## src/rtl/fmqd_pkg.sv

```systemverilog
// Shared types and constants of the FM quadrature demodulator.
`default_nettype none

package fmqd_pkg;

    localparam int SAMPLE_BITS = 16;
    localparam int THRESH_BITS = 15;
    localparam int OUT_BITS    = 24;
    localparam int OUT_FRAC    = 15;
    localparam int QUO_BITS    = OUT_BITS + 1;
    localparam int CNT_BITS    = $clog2(QUO_BITS);
    localparam int PROD_BITS   = 2 * SAMPLE_BITS;
    localparam int NUM_BITS    = PROD_BITS + 1;
    localparam int REM_BITS    = PROD_BITS + OUT_BITS;
    localparam int CMP_BITS    = (SAMPLE_BITS > THRESH_BITS) ? SAMPLE_BITS : THRESH_BITS;

    localparam logic [THRESH_BITS-1:0] THRESH_RESET = THRESH_BITS'(256);
    localparam logic [OUT_BITS-1:0]    OUT_MAX      = {1'b0, {(OUT_BITS-1){1'b1}}};
    localparam logic [OUT_BITS-1:0]    OUT_MIN      = {1'b1, {(OUT_BITS-1){1'b0}}};

    typedef struct packed {
        logic signed [SAMPLE_BITS-1:0] in_phase;
        logic signed [SAMPLE_BITS-1:0] quadrature;
    } t_in_req;

    typedef struct packed {
        logic signed [OUT_BITS-1:0] demod_value;
        logic                       held;
    } t_out_req;

    typedef struct packed {
        logic signed [SAMPLE_BITS-1:0] in_phase;
        logic signed [SAMPLE_BITS-1:0] quadrature;
        logic signed [SAMPLE_BITS-1:0] prev_in_phase;
        logic signed [SAMPLE_BITS-1:0] prev_quadrature;
        logic                          above;
    } t_fmqd_job;

endpackage

`default_nettype wire

```

## src/rtl/fm_quadrature_demodulator.sv

```systemverilog
// Top level of the FM quadrature demodulator (cross-product discriminator).
//
//  Channel   Direction  Handshake                  Payload
//  in        input      i_in_valid / o_in_ready    i_in_req  (in_phase, quadrature)
//  out       output     o_out_valid / i_out_ready  o_out_req (demod_value, held)
//  cfg       input      i_cfg_valid / o_cfg_ready  i_cfg_data (magnitude threshold)
//
// A sample above the threshold passes through the back end in order: load, the four
// products on the single multiplier, the restoring divider, and the write of the output
// register once the output is free. A sample below the threshold skips the arithmetic.
// Reset is synchronous; it sets the threshold to 1/128 and clears the stored sample
// and held value. A two-entry queue lets the front end take samples while the back
// end works or its result waits on the output.
`default_nettype none

module fm_quadrature_demodulator (
    input  wire                              i_clk,
    input  wire                              i_rst_n,
    input  wire                              i_in_valid,
    output logic                             o_in_ready,
    input  fmqd_pkg::t_in_req                i_in_req,
    output logic                             o_out_valid,
    input  wire                              i_out_ready,
    output fmqd_pkg::t_out_req               o_out_req,
    input  wire                              i_cfg_valid,
    output logic                             o_cfg_ready,
    input  wire [fmqd_pkg::THRESH_BITS-1:0]  i_cfg_data
);

    logic                front_valid;
    logic                front_ready;
    fmqd_pkg::t_fmqd_job front_job;
    logic                back_valid;
    logic                back_ready;
    fmqd_pkg::t_fmqd_job back_job;

    fmqd_front u_front (
        .i_clk       (i_clk),
        .i_rst_n     (i_rst_n),
        .i_in_valid  (i_in_valid),
        .o_in_ready  (o_in_ready),
        .i_in_req    (i_in_req),
        .i_cfg_valid (i_cfg_valid),
        .o_cfg_ready (o_cfg_ready),
        .i_cfg_data  (i_cfg_data),
        .o_job_valid (front_valid),
        .i_job_ready (front_ready),
        .o_job       (front_job)
    );

    fmqd_queue u_queue (
        .i_clk        (i_clk),
        .i_rst_n      (i_rst_n),
        .i_push_valid (front_valid),
        .o_push_ready (front_ready),
        .i_push_job   (front_job),
        .o_pop_valid  (back_valid),
        .i_pop_ready  (back_ready),
        .o_pop_job    (back_job)
    );

    fmqd_back u_back (
        .i_clk       (i_clk),
        .i_rst_n     (i_rst_n),
        .i_job_valid (back_valid),
        .o_job_ready (back_ready),
        .i_job       (back_job),
        .o_out_valid (o_out_valid),
        .i_out_ready (i_out_ready),
        .o_out_req   (o_out_req)
    );

endmodule

`default_nettype wire

```

## src/rtl/fmqd_front.sv

```systemverilog
// Front end: takes samples, checks them against the threshold, pairs them with the last sample.
`default_nettype none

module fmqd_front (
    input  wire                                    i_clk,
    input  wire                                    i_rst_n,
    input  wire                                    i_in_valid,
    output logic                                   o_in_ready,
    input  fmqd_pkg::t_in_req                      i_in_req,
    input  wire                                    i_cfg_valid,
    output logic                                   o_cfg_ready,
    input  wire [fmqd_pkg::THRESH_BITS-1:0]        i_cfg_data,
    output logic                                   o_job_valid,
    input  wire                                    i_job_ready,
    output fmqd_pkg::t_fmqd_job                    o_job
);

    logic [fmqd_pkg::THRESH_BITS-1:0]        r_threshold;
    logic signed [fmqd_pkg::SAMPLE_BITS-1:0] r_prev_i;
    logic signed [fmqd_pkg::SAMPLE_BITS-1:0] r_prev_q;
    logic [fmqd_pkg::SAMPLE_BITS-1:0]        mag_i;
    logic [fmqd_pkg::SAMPLE_BITS-1:0]        mag_q;
    logic [fmqd_pkg::CMP_BITS-1:0]           cmp_thr;
    logic                                    accept;

    always_comb begin
        mag_i = i_in_req.in_phase[fmqd_pkg::SAMPLE_BITS-1] ?
                (~i_in_req.in_phase + 1'b1) : i_in_req.in_phase;
        mag_q = i_in_req.quadrature[fmqd_pkg::SAMPLE_BITS-1] ?
                (~i_in_req.quadrature + 1'b1) : i_in_req.quadrature;
        cmp_thr = fmqd_pkg::CMP_BITS'(r_threshold);
    end

    assign o_cfg_ready = 1'b1;
    assign o_in_ready  = i_job_ready;
    assign o_job_valid = i_in_valid;
    assign accept      = i_in_valid && i_job_ready;

    always_comb begin
        o_job.in_phase        = i_in_req.in_phase;
        o_job.quadrature      = i_in_req.quadrature;
        o_job.prev_in_phase   = r_prev_i;
        o_job.prev_quadrature = r_prev_q;
        o_job.above           = (fmqd_pkg::CMP_BITS'(mag_i) > cmp_thr) ||
                                (fmqd_pkg::CMP_BITS'(mag_q) > cmp_thr);
    end

    always_ff @(posedge i_clk) begin
        if (!i_rst_n) begin
            r_threshold <= fmqd_pkg::THRESH_RESET;
            r_prev_i    <= '0;
            r_prev_q    <= '0;
        end else begin
            if (i_cfg_valid) begin
                r_threshold <= i_cfg_data;
            end
            if (accept) begin
                r_prev_i <= i_in_req.in_phase;
                r_prev_q <= i_in_req.quadrature;
            end
        end
    end

endmodule

`default_nettype wire

```

## src/rtl/fmqd_queue.sv

```systemverilog
// Two-entry queue between the front end and the arithmetic back end.
`default_nettype none

module fmqd_queue (
    input  wire                  i_clk,
    input  wire                  i_rst_n,
    input  wire                  i_push_valid,
    output logic                 o_push_ready,
    input  fmqd_pkg::t_fmqd_job  i_push_job,
    output logic                 o_pop_valid,
    input  wire                  i_pop_ready,
    output fmqd_pkg::t_fmqd_job  o_pop_job
);

    localparam int DEPTH = 2;

    fmqd_pkg::t_fmqd_job r_mem [DEPTH];
    logic                r_wr_ptr;
    logic                r_rd_ptr;
    logic [1:0]          r_count;
    logic                push;
    logic                pop;

    assign o_push_ready = (r_count != 2'(DEPTH));
    assign o_pop_valid  = (r_count != 2'd0);
    assign o_pop_job    = r_mem[r_rd_ptr];
    assign push         = i_push_valid && o_push_ready;
    assign pop          = o_pop_valid && i_pop_ready;

    always_ff @(posedge i_clk) begin
        if (push) begin
            r_mem[r_wr_ptr] <= i_push_job;
        end
    end

    always_ff @(posedge i_clk) begin
        if (!i_rst_n) begin
            r_wr_ptr <= 1'b0;
            r_rd_ptr <= 1'b0;
            r_count  <= 2'd0;
        end else begin
            if (push) begin
                r_wr_ptr <= ~r_wr_ptr;
            end
            if (pop) begin
                r_rd_ptr <= ~r_rd_ptr;
            end
            if (push && !pop) begin
                r_count <= r_count + 2'd1;
            end else if (pop && !push) begin
                r_count <= r_count - 2'd1;
            end
        end
    end

`ifndef SYNTHESIS
    a_count_range: assert property (@(posedge i_clk) disable iff (!i_rst_n)
        (r_count <= 2'(DEPTH)) && ((r_count == 2'd1) == (r_wr_ptr != r_rd_ptr)))
        else $error("Queue count disagrees with its pointers.");
`endif

endmodule

`default_nettype wire

```

## src/rtl/fmqd_back.sv

```systemverilog
// Back end: cross products, squared magnitude, restoring divider, saturation, held value and the output register.
`default_nettype none

module fmqd_back (
    input  wire                  i_clk,
    input  wire                  i_rst_n,
    input  wire                  i_job_valid,
    output logic                 o_job_ready,
    input  fmqd_pkg::t_fmqd_job  i_job,
    output logic                 o_out_valid,
    input  wire                  i_out_ready,
    output fmqd_pkg::t_out_req   o_out_req
);

    localparam logic [1:0] ST_IDLE = 2'd0;
    localparam logic [1:0] ST_MUL  = 2'd1;
    localparam logic [1:0] ST_DIV  = 2'd2;
    localparam logic [1:0] ST_DONE = 2'd3;

    localparam logic [2:0] MUL_NUM_FIRST = 3'd1;
    localparam logic [2:0] MUL_NUM_LAST  = 3'd2;
    localparam logic [2:0] MUL_DEN_FIRST = 3'd3;
    localparam logic [2:0] MUL_LAST      = 3'd4;

    localparam int SB = fmqd_pkg::SAMPLE_BITS;
    localparam int PB = fmqd_pkg::PROD_BITS;
    localparam int NB = fmqd_pkg::NUM_BITS;
    localparam int RB = fmqd_pkg::REM_BITS;
    localparam int QB = fmqd_pkg::QUO_BITS;
    localparam int OB = fmqd_pkg::OUT_BITS;

    logic [1:0]                         r_state;
    logic [2:0]                         r_step;
    logic [fmqd_pkg::CNT_BITS-1:0]      r_cnt;
    logic                               r_out_valid;
    logic [OB-1:0]                      r_held;
    fmqd_pkg::t_fmqd_job                r_job;
    fmqd_pkg::t_out_req                 r_out;
    logic signed [PB-1:0]               r_prod;
    logic signed [NB-1:0]               r_num;
    logic [PB-1:0]                      r_den;
    logic [RB-1:0]                      r_rem;
    logic [RB-1:0]                      r_dvs;
    logic [QB-1:0]                      r_quo;

    logic signed [SB-1:0]               mul_a;
    logic signed [SB-1:0]               mul_b;
    logic signed [PB-1:0]               prod;
    logic signed [NB-1:0]               prod_ext;
    logic [PB-1:0]                      den_sum;
    logic [NB-1:0]                      num_abs;
    logic                               rem_ge;
    logic                               sat;
    logic [OB-1:0]                      res;
    logic                               out_free;

    always_comb begin
        case (r_step[1:0])
            2'd0: begin
                mul_a = r_job.quadrature;
                mul_b = r_job.prev_in_phase;
            end
            2'd1: begin
                mul_a = r_job.in_phase;
                mul_b = r_job.prev_quadrature;
            end
            2'd2: begin
                mul_a = r_job.in_phase;
                mul_b = r_job.in_phase;
            end
            default: begin
                mul_a = r_job.quadrature;
                mul_b = r_job.quadrature;
            end
        endcase
        prod     = mul_a * mul_b;
        prod_ext = {r_prod[PB-1], r_prod};
        den_sum  = r_den + r_prod;
        num_abs  = r_num[NB-1] ? (~r_num + 1'b1) : r_num;
        rem_ge   = (r_rem >= r_dvs);
        sat      = |r_quo[QB-1:OB-1];
        if (!r_job.above) begin
            res = r_held;
        end else if (r_num[NB-1]) begin
            res = sat ? fmqd_pkg::OUT_MIN : (~r_quo[OB-1:0] + 1'b1);
        end else begin
            res = sat ? fmqd_pkg::OUT_MAX : r_quo[OB-1:0];
        end
        out_free = !r_out_valid || i_out_ready;
    end

    assign o_job_ready = (r_state == ST_IDLE);
    assign o_out_valid = r_out_valid;
    assign o_out_req   = r_out;

    always_ff @(posedge i_clk) begin
        if (!i_rst_n) begin
            r_state     <= ST_IDLE;
            r_step      <= 3'd0;
            r_cnt       <= '0;
            r_out_valid <= 1'b0;
            r_held      <= '0;
        end else begin
            if ((r_state == ST_DONE) && out_free) begin
                r_out_valid <= 1'b1;
            end else if (r_out_valid && i_out_ready) begin
                r_out_valid <= 1'b0;
            end
            case (r_state)
                ST_IDLE: begin
                    if (i_job_valid) begin
                        r_state <= i_job.above ? ST_MUL : ST_DONE;
                        r_step  <= 3'd0;
                    end
                end
                ST_MUL: begin
                    r_step <= r_step + 3'd1;
                    if (r_step == MUL_LAST) begin
                        r_state <= ST_DIV;
                        r_cnt   <= fmqd_pkg::CNT_BITS'(QB - 1);
                    end
                end
                ST_DIV: begin
                    r_cnt <= r_cnt - 1'b1;
                    if (r_cnt == '0) begin
                        r_state <= ST_DONE;
                    end
                end
                ST_DONE: begin
                    if (out_free) begin
                        r_held  <= res;
                        r_state <= ST_IDLE;
                    end
                end
                default: begin
                    r_state <= ST_IDLE;
                end
            endcase
        end
    end

    always_ff @(posedge i_clk) begin
        case (r_state)
            ST_IDLE: begin
                if (i_job_valid) begin
                    r_job <= i_job;
                end
            end
            ST_MUL: begin
                if (r_step != MUL_LAST) begin
                    r_prod <= prod;
                end
                if (r_step == MUL_NUM_FIRST) begin
                    r_num <= prod_ext;
                end else if (r_step == MUL_NUM_LAST) begin
                    r_num <= r_num - prod_ext;
                end else if (r_step == MUL_DEN_FIRST) begin
                    r_den <= r_prod;
                end else if (r_step == MUL_LAST) begin
                    r_den <= den_sum;
                    r_rem <= RB'(num_abs) << fmqd_pkg::OUT_FRAC;
                    r_dvs <= RB'(den_sum) << (QB - 1);
                    r_quo <= '0;
                end
            end
            ST_DIV: begin
                if (rem_ge) begin
                    r_rem <= r_rem - r_dvs;
                end
                r_quo <= {r_quo[QB-2:0], rem_ge};
                r_dvs <= r_dvs >> 1;
            end
            ST_DONE: begin
                if (out_free) begin
                    r_out.demod_value <= res;
                    r_out.held        <= !r_job.above;
                end
            end
            default: begin
            end
        endcase
    end

`ifndef SYNTHESIS
    a_div_nonzero: assert property (@(posedge i_clk) disable iff (!i_rst_n)
        (r_state == ST_DIV) |-> (r_dvs != '0))
        else $error("Divider runs with a zero divisor.");

    a_mul_above: assert property (@(posedge i_clk) disable iff (!i_rst_n)
        (r_state == ST_MUL) |-> r_job.above)
        else $error("Arithmetic started for a sample below the threshold.");

    a_out_held: assert property (@(posedge i_clk) disable iff (!i_rst_n)
        r_out_valid |-> (r_out.demod_value == r_held))
        else $error("Pending result differs from the held value.");
`endif

endmodule

`default_nettype wire
```

## config.mk

```make
export PLATFORM = sky130hd
export DESIGN_NAME = fm_quadrature_demodulator
export DESIGN_NICKNAME = d
export VERILOG_FILES = /design/src/rtl/fmqd_pkg.sv /design/src/rtl/fm_quadrature_demodulator.sv /design/src/rtl/fmqd_front.sv /design/src/rtl/fmqd_queue.sv /design/src/rtl/fmqd_back.sv
export SDC_FILE = /design/constraint.sdc
export NUM_CORES = 2
export LEC_CHECK = 0
export ABC_AREA = 1
export BUFFER_PORTS_ARGS = -buffer_cell sky130_fd_sc_hd__buf_4
export CAP_MARGIN = 40
export CORE_MARGIN = 2
export CORE_UTILIZATION = 32
export CTS_BUF_LIST = sky130_fd_sc_hd__clkbuf_8 sky130_fd_sc_hd__clkbuf_16
export DETAILED_ROUTE_END_ITERATION = 12
export SLEW_MARGIN = 20
export SYNTH_ARGS = -nofsm -noshare
export SYNTH_HDL_FRONTEND = slang
export SYNTH_SLANG_ARGS = --single-unit
export TNS_END_PERCENT = 100
```

## constraint.sdc

```tcl
create_clock -name i_clk -period 6.5 [get_ports i_clk]
set_clock_uncertainty 0.05 [all_clocks]
set_input_delay 1.95 -clock i_clk [delete_from_list [all_inputs] [get_ports i_clk]]
set_output_delay 1.95 -clock i_clk [all_outputs]
set_load 0.05 [all_outputs]
```

# After elaboration in Yosys (flattened, before gate mapping)
# Memory sizes are Yosys's and may differ from the RTL's. A register that Yosys moved wholly into a read port is not among the register bits.
# Index checks and enable logic that the tools add are counted.
# classes
n_addsub,11
multipliers,1
n_div,0
n_lt_le_gt_ge,3
eq_ne,19
shifts,0
muxes,47
bitwise,8
reduce_logical,34
# ops
cell,n
$mux 56,9
$pmux 56 s2,2
$mux 25,4
$mux 33,3
$mux 24,4
$mux 32,2
$ge 56x56->1,1
$sub 56x56->56,1
$pmux 25 s2,1
$mux 16,3
$pmux 16 s3,1
$add 33x1->33 const B,1
$not 33->33,1
$sub 33x32->33,1
$add 16x1->16 const B,2
$add 32x32->32,1
$gt 16x15->1,2
$mul 16x16->32,1
$not 16->16,2
$add 24x1->24 const B,1
$not 24->24,1
$mux 2,7
$reduce_bool 2->1,7
$reduce_and 2->1,6
28 further kinds,59
# totals
ff_bits,410
latchBits,0
ram_bits,130
mem_bits_ro,0
in_bits,52
output_inout_bits,28
word_cells,148
memories,1
# mem_list
memory,depth,word_bits,rd,rd_ports_with_merged_regs,write_ports,line,text
u_queue.r_mem,2,65,1,1,1,fmqd_queue.sv:17,fmqd_pkg::t_fmqd_job r_mem [DEPTH];

# Longest topological paths before layout
# logic_depth
depth_word,8
mapped_depth,35

# Cells and area by module
# From an unflattened synthesis, not the netlist that was laid out.
# hier_totals
hier_cells,5597
area_unflattened_um2,44177.4
# by_module_without_submodules
module,n_inst,cells_per_inst,area_per_inst_um2,seq_area_each_um2
fmqd_back,1,4908,35780.6,10430.0
fmqd_queue,1,239,5136.2,4003.8
fmqd_front,1,450,3260.6,940.9

# Worst setup path after synthesis
# OpenSTA, ideal clock, no wires.
# synth_path
path_type,reg-to-reg
startpoint,register u_back.r_step[0]
endpoint,register u_back.r_prod[31] (data pin)
arrival_time_ns,6.272
t_required_ns,6.198
slack_ns,-0.074
stages_incl_launch_ff,27
path_buffers,1
path_cell_list,dfxtp_1 -> inv_1 -> ha_1 -> o21ai_0 -> inv_1 -> clkbuf_1 -> nor2_1 -> inv_1 -> fa_1 -> inv_1 -> fa_1 -> fa_1 -> fa_1 -> fa_1 -> inv_1 -> fa_1 -> inv_1 -> ha_1 -> nand2_1 -> nor2_1 -> inv_1 -> nor3_1 -> nand2_1 -> o211ai_1 -> inv_1 -> nand2_1 -> nand2_1
# synth_via
elab_chain_len,4
elab_cells_between_ends,7
cone_classes,mul (1); eq/ne (2); mux (2); reduce/logical (2)
# synth_rtl
element,line,text
from (decl),fmqd_back.sv:33,logic [2:0] r_step;
from (signal assigned),fmqd_back.sv:117,r_step <= r_step + 3'd1;
$eq 2x1->1 or $eq 2x2->1 (tied branches),fmqd_back.sv:58,case (r_step[1:0])
$reduce_or 2->1 (no source line),--,
$mux 16,fmqd_back.sv:58,
$mul 16x16->32 (*),fmqd_back.sv:76,prod = mul_a * mul_b;
named net u_back.prod[31],fmqd_back.sv:48,logic signed [PB-1:0] prod;
to (signal assigned),fmqd_back.sv:151,r_prod <= prod;
to (decl),fmqd_back.sv:39,logic signed [PB-1:0] r_prod;
# The timed path passes the listed nets; every way through them passes the cells marked *.
# A chain may end at the register's enable or synchronous reset.

# Worst setup path in the final report
# layout_path
startpoint,register u_back.r_step[1]
endpoint,register u_back.r_prod[31] (data pin)
# The elaborated chain is that of the path after synthesis.

==> run_results.csv <==
group,metric,value,unit
setup_path,cp-endpoint,"u_back.r_prod[31]",
setup_path,ff2ff_setup_slack,40,ps
timing,fmax,154.7,MHz
timing,max_slew_margin,0.4347,
clocking,cts.htree.levels,2,
timing,worst_pin_slew,845.9,ps
timing,slew_violations,0,
drt,routed_via_density,4.828,
placed_design,dpl.hpwl,107900,um
setup_path,crit_path_max_incr_delay,620,ps
synth,avgSynthCellArea,7.979,um2
setup_path,critPathTopFamily,"adder cells",
run,max_cap_viol_count,0,
drt,ant_nets,0,
synth,synthCells,5402,
setup_path,worstPathMaxFanout,8,
clocking,clk_pin_slew_worst_paths,60,ps
setup_path,r2r-start,"u_back.r_step[1]",
setup_path,worst_setup_path_start_kind,"flop",
floorplan,io_pins,80,
synth,synth_nets,5967,
drt,wl_per_cell,17.76,um
floorplan,die_height,371.0,um
cells_and_area,drive_above_1_share,0.1365,
clocking,cts_tree,"done",
floorplan,die_area,137700,um2
clocking,cts_buffers,59,
floorplan,fp-row-count,134,
synth,yosysTopAreaCellShare,0.3163,
timing,min_period,6464,ps
synth,yosysWarningCount,0,
placed_design,io_buffers,78,
worst_hold_path,hold_depth,0,
global_route,grt_max_degree,75,
floorplan,core,133600,um2
setup_path,required,6910,ps
drt,vias,36410,
worst_hold_path,hp-class,"flop to flop",
cells_and_area,area_growth_syn_to_layout,18.03,%
setup_path,r2r_cells,25,
drt,drt-initial-drc-count,2427,
synth,netlist_top_cells_area,"edfxtp_1, fa_1, nand2_1",
global_route,grt_pass1_vias,36420,
synth,synth_edf_count,454,
clocking,cts_root_buf,"clkbuf_16",
synth,syn-cell-area,43110,um2
global_route,grt_overflow,0,
floorplan,start_util,0.3226,
timing,grt_setup_unrepaired,"true",
setup_path,end_kind,"flop",
drt,drc,0,
timing,min_period_over_period,0.9944,
clocking,hold_buffers,0,
global_route,grt_pass1_wl,206800,um
setup_path,crit_slowest_cell,"fa_2",
synth,ys_seq_elements,541,
synth,synth_cell_types,55,
clocking,clkSinkCount,541,
setup_path,r2r-end,"u_back.r_prod[31]",
global_route,antenna_found_initial,0,
timing,tns,0,ps
setup_path,cp.depth,25,
floorplan,die_x,371.0,um
synth,synth_top_area_cell,"edfxtp_1",
timing,setup_viol,0,
setup_path,worst-path-buf-inv,8,
cells_and_area,num-nets-final,6285,
synth,synth_flop_cell,"edfxtp_1",
run_status,status,"completed",
setup_path,cpMostUsedCell,"fa_1",
drt,first_pass_iters,7,
clocking,clk-insertion-delay-late,700,ps
timing,finalHoldViolCount,0,
setup_path,crit_start,"u_back.r_step[1]",
global_route,grt_usage,0.1931,
placed_design,gp_routability_congestion,0.9758,
setup_path,crit_type,"flop to flop",
synth,synth-async-reset-ratio,0,
drt,routed_wl,133900,um
clocking,clk_path_buf_depth,3,
setup_path,cp_data_arrival_time,6870,ps
synth,yosysSeqAreaShare,0.3567,
## timing repair
item                       in CTS  in global routing
cloned                          0                  1
resized for setup              59                193
buffers inserted                6                 26
setup endpoints to repair      21                 21
pin swaps                      11                 67
## flip-flops by register name, indices dropped and copies added (netlist names), 2 cells and up, named ones only
name	flops
u_back.r_quo	25
u_front.r_prev_i	16
u_front.r_prev_q	16
u_back.r_num	33
u_back.r_rem	56
u_front.r_threshold	15
u_queue.r_mem	130
u_back.r_den	32
u_back.r_dvs	56
u_back.r_held	24
u_back.r_job	65
u_back.r_cnt	5
u_queue.r_count	2
u_back.r_state	2
u_back.r_step	3
u_back.r_prod	32
u_back.o_out_req	25
## layout by cell type (no fill, tap or decap), types with 18 or more instances in the layout
cell       synthesis  final
o21ai_1           12     20
nand2_2           14     29
a21oi_2            4     22
xor2_1            49     49
o21ai_0          300    279
nor3_1            34     26
inv_1           1057   1044
xnor2_1           34     34
ha_1             248    227
buf_4              4    335
o21ai_2            8     18
nor2_1           531    493
clkbuf_16          0     60
mux2_2            65     65
nand4_1           65     65
nand2_1         1319   1299
a21oi_1          266    244
nand3_1          289    282
ha_4               0     20
dfxtp_1           87     84
fa_1             265    248
edfxtp_1         454    454
o211ai_1          20     20
nor2_2             9     34
inv_2              3     27
## how the worst min path moves through the flow
stage | from | to | slack (ps)
CTS | u_front.r_prev_q[0] | u_queue.r_mem[1][1] | 390
floorplan | u_front.r_prev_q[11] | u_queue.r_mem[0][12] | 370
detailed placement | u_front.r_prev_q[0] | u_queue.r_mem[1][1] | 380
finish | u_front.r_prev_i[7] | u_queue.r_mem[1][24] | 390
global placement | u_front.r_prev_i[8] | u_queue.r_mem[0][25] | 380
global route | u_front.r_prev_q[10] | u_queue.r_mem[1][11] | 410
## area by class of cell
class / instances / area [um2]
Tap cell: 1768 / 2212
Clock inverter: 49 / 460.4
Inverter: 1070 / 4033
Clock buffer: 63 / 1531
Multi-Input combinational cell: 3677 / 24120
Antenna cell: 1 / 2.502
Fill cell: 13780 / 82750
Sequential cell: 541 / 15380
Timing Repair Buffer: 371 / 3139
## through the flow
stage	util	cells	cell area [um2]	hold WS (ps)	worst slack, ps
detailed placement	0.3564	7394	47630	380.3	-623.8
CTS	0.3733	7512	49880	394.0	-12.86
global route	0.3807	7539	50880	413.9	-148.4
finish	0.3808	7540	50880	392.5	36.16
global placement	0.3554	7388	47490	376.6	-472.6
floorplan	-	5402	43110	370.3	50.39
## kinds of logic (layout without fill, tap and decap cells)
family | count (synthesis) | after routing | share of synthesized area
simple gates | 2330 | 2330 | 0.2230
buf+inv | 1184 | 1553 | 0.1048
compound gates | 685 | 685 | 0.08659
flops | 541 | 541 | 0.3567
fa+ha+maj | 513 | 513 | 0.1951
xor+xnor | 83 | 83 | 0.01686
mux | 65 | 65 | 0.01698
other cells | 1 | 2 | 0.00008700
## cell usage after synthesis (4+ instances only)
library cell / n
a21boi_0: 6
a21o_1: 8
a21oi_1: 266
a21oi_2: 4
a221oi_1: 12
a31oi_1: 4
and2_1: 8
buf_1: 5
buf_2: 46
buf_4: 4
clkbuf_1: 59
clkinv_1: 10
dfxtp_1: 87
edfxtp_1: 454
fa_1: 265
ha_1: 248
inv_1: 1057
mux2_2: 65
nand2_1: 1319
nand2_2: 14
nand3_1: 289
nand3b_1: 17
nand4_1: 65
nor2_1: 531
nor2_2: 9
nor3_1: 34
nor3_2: 8
nor4_1: 8
o211ai_1: 20
o21a_1: 15
o21ai_0: 300
o21ai_1: 12
o21ai_2: 8
o21bai_1: 12
o31ai_1: 4
or2_2: 17
xnor2_1: 34
xor2_1: 49
## worst register-to-register path, stage by stage, from the launching register on
cell and delay (ps):
dfxtp_4 360, buf_4 140, ha_4 190, buf_12 150
a221oi_2 280, buf_4 160, a21oi_2 40, inv_2 70
nor2_2 50, fa_2 620, fa_2 520, buf_6 150
fa_1 470, inv_1 50, fa_1 540, inv_2 40
fa_1 510, fa_1 560, ha_1 350, buf_4 150
a21oi_2 180, o31ai_1 110, a21oi_2 180, o211ai_1 130
nand2_1 90, nand2_1 60
## per-layer routing
layer	wire, um	GRT usage	part of all wire
met4	4413	0.06057	0.033
met5	0	0	0
met3	6232	0.02219	0.047
met1	56700	0.2417	0.42
met2	66540	0.3453	0.50
Power is not shown: default switching activity piles up to over one toggle a cycle in this logic, so the estimate is an artifact.
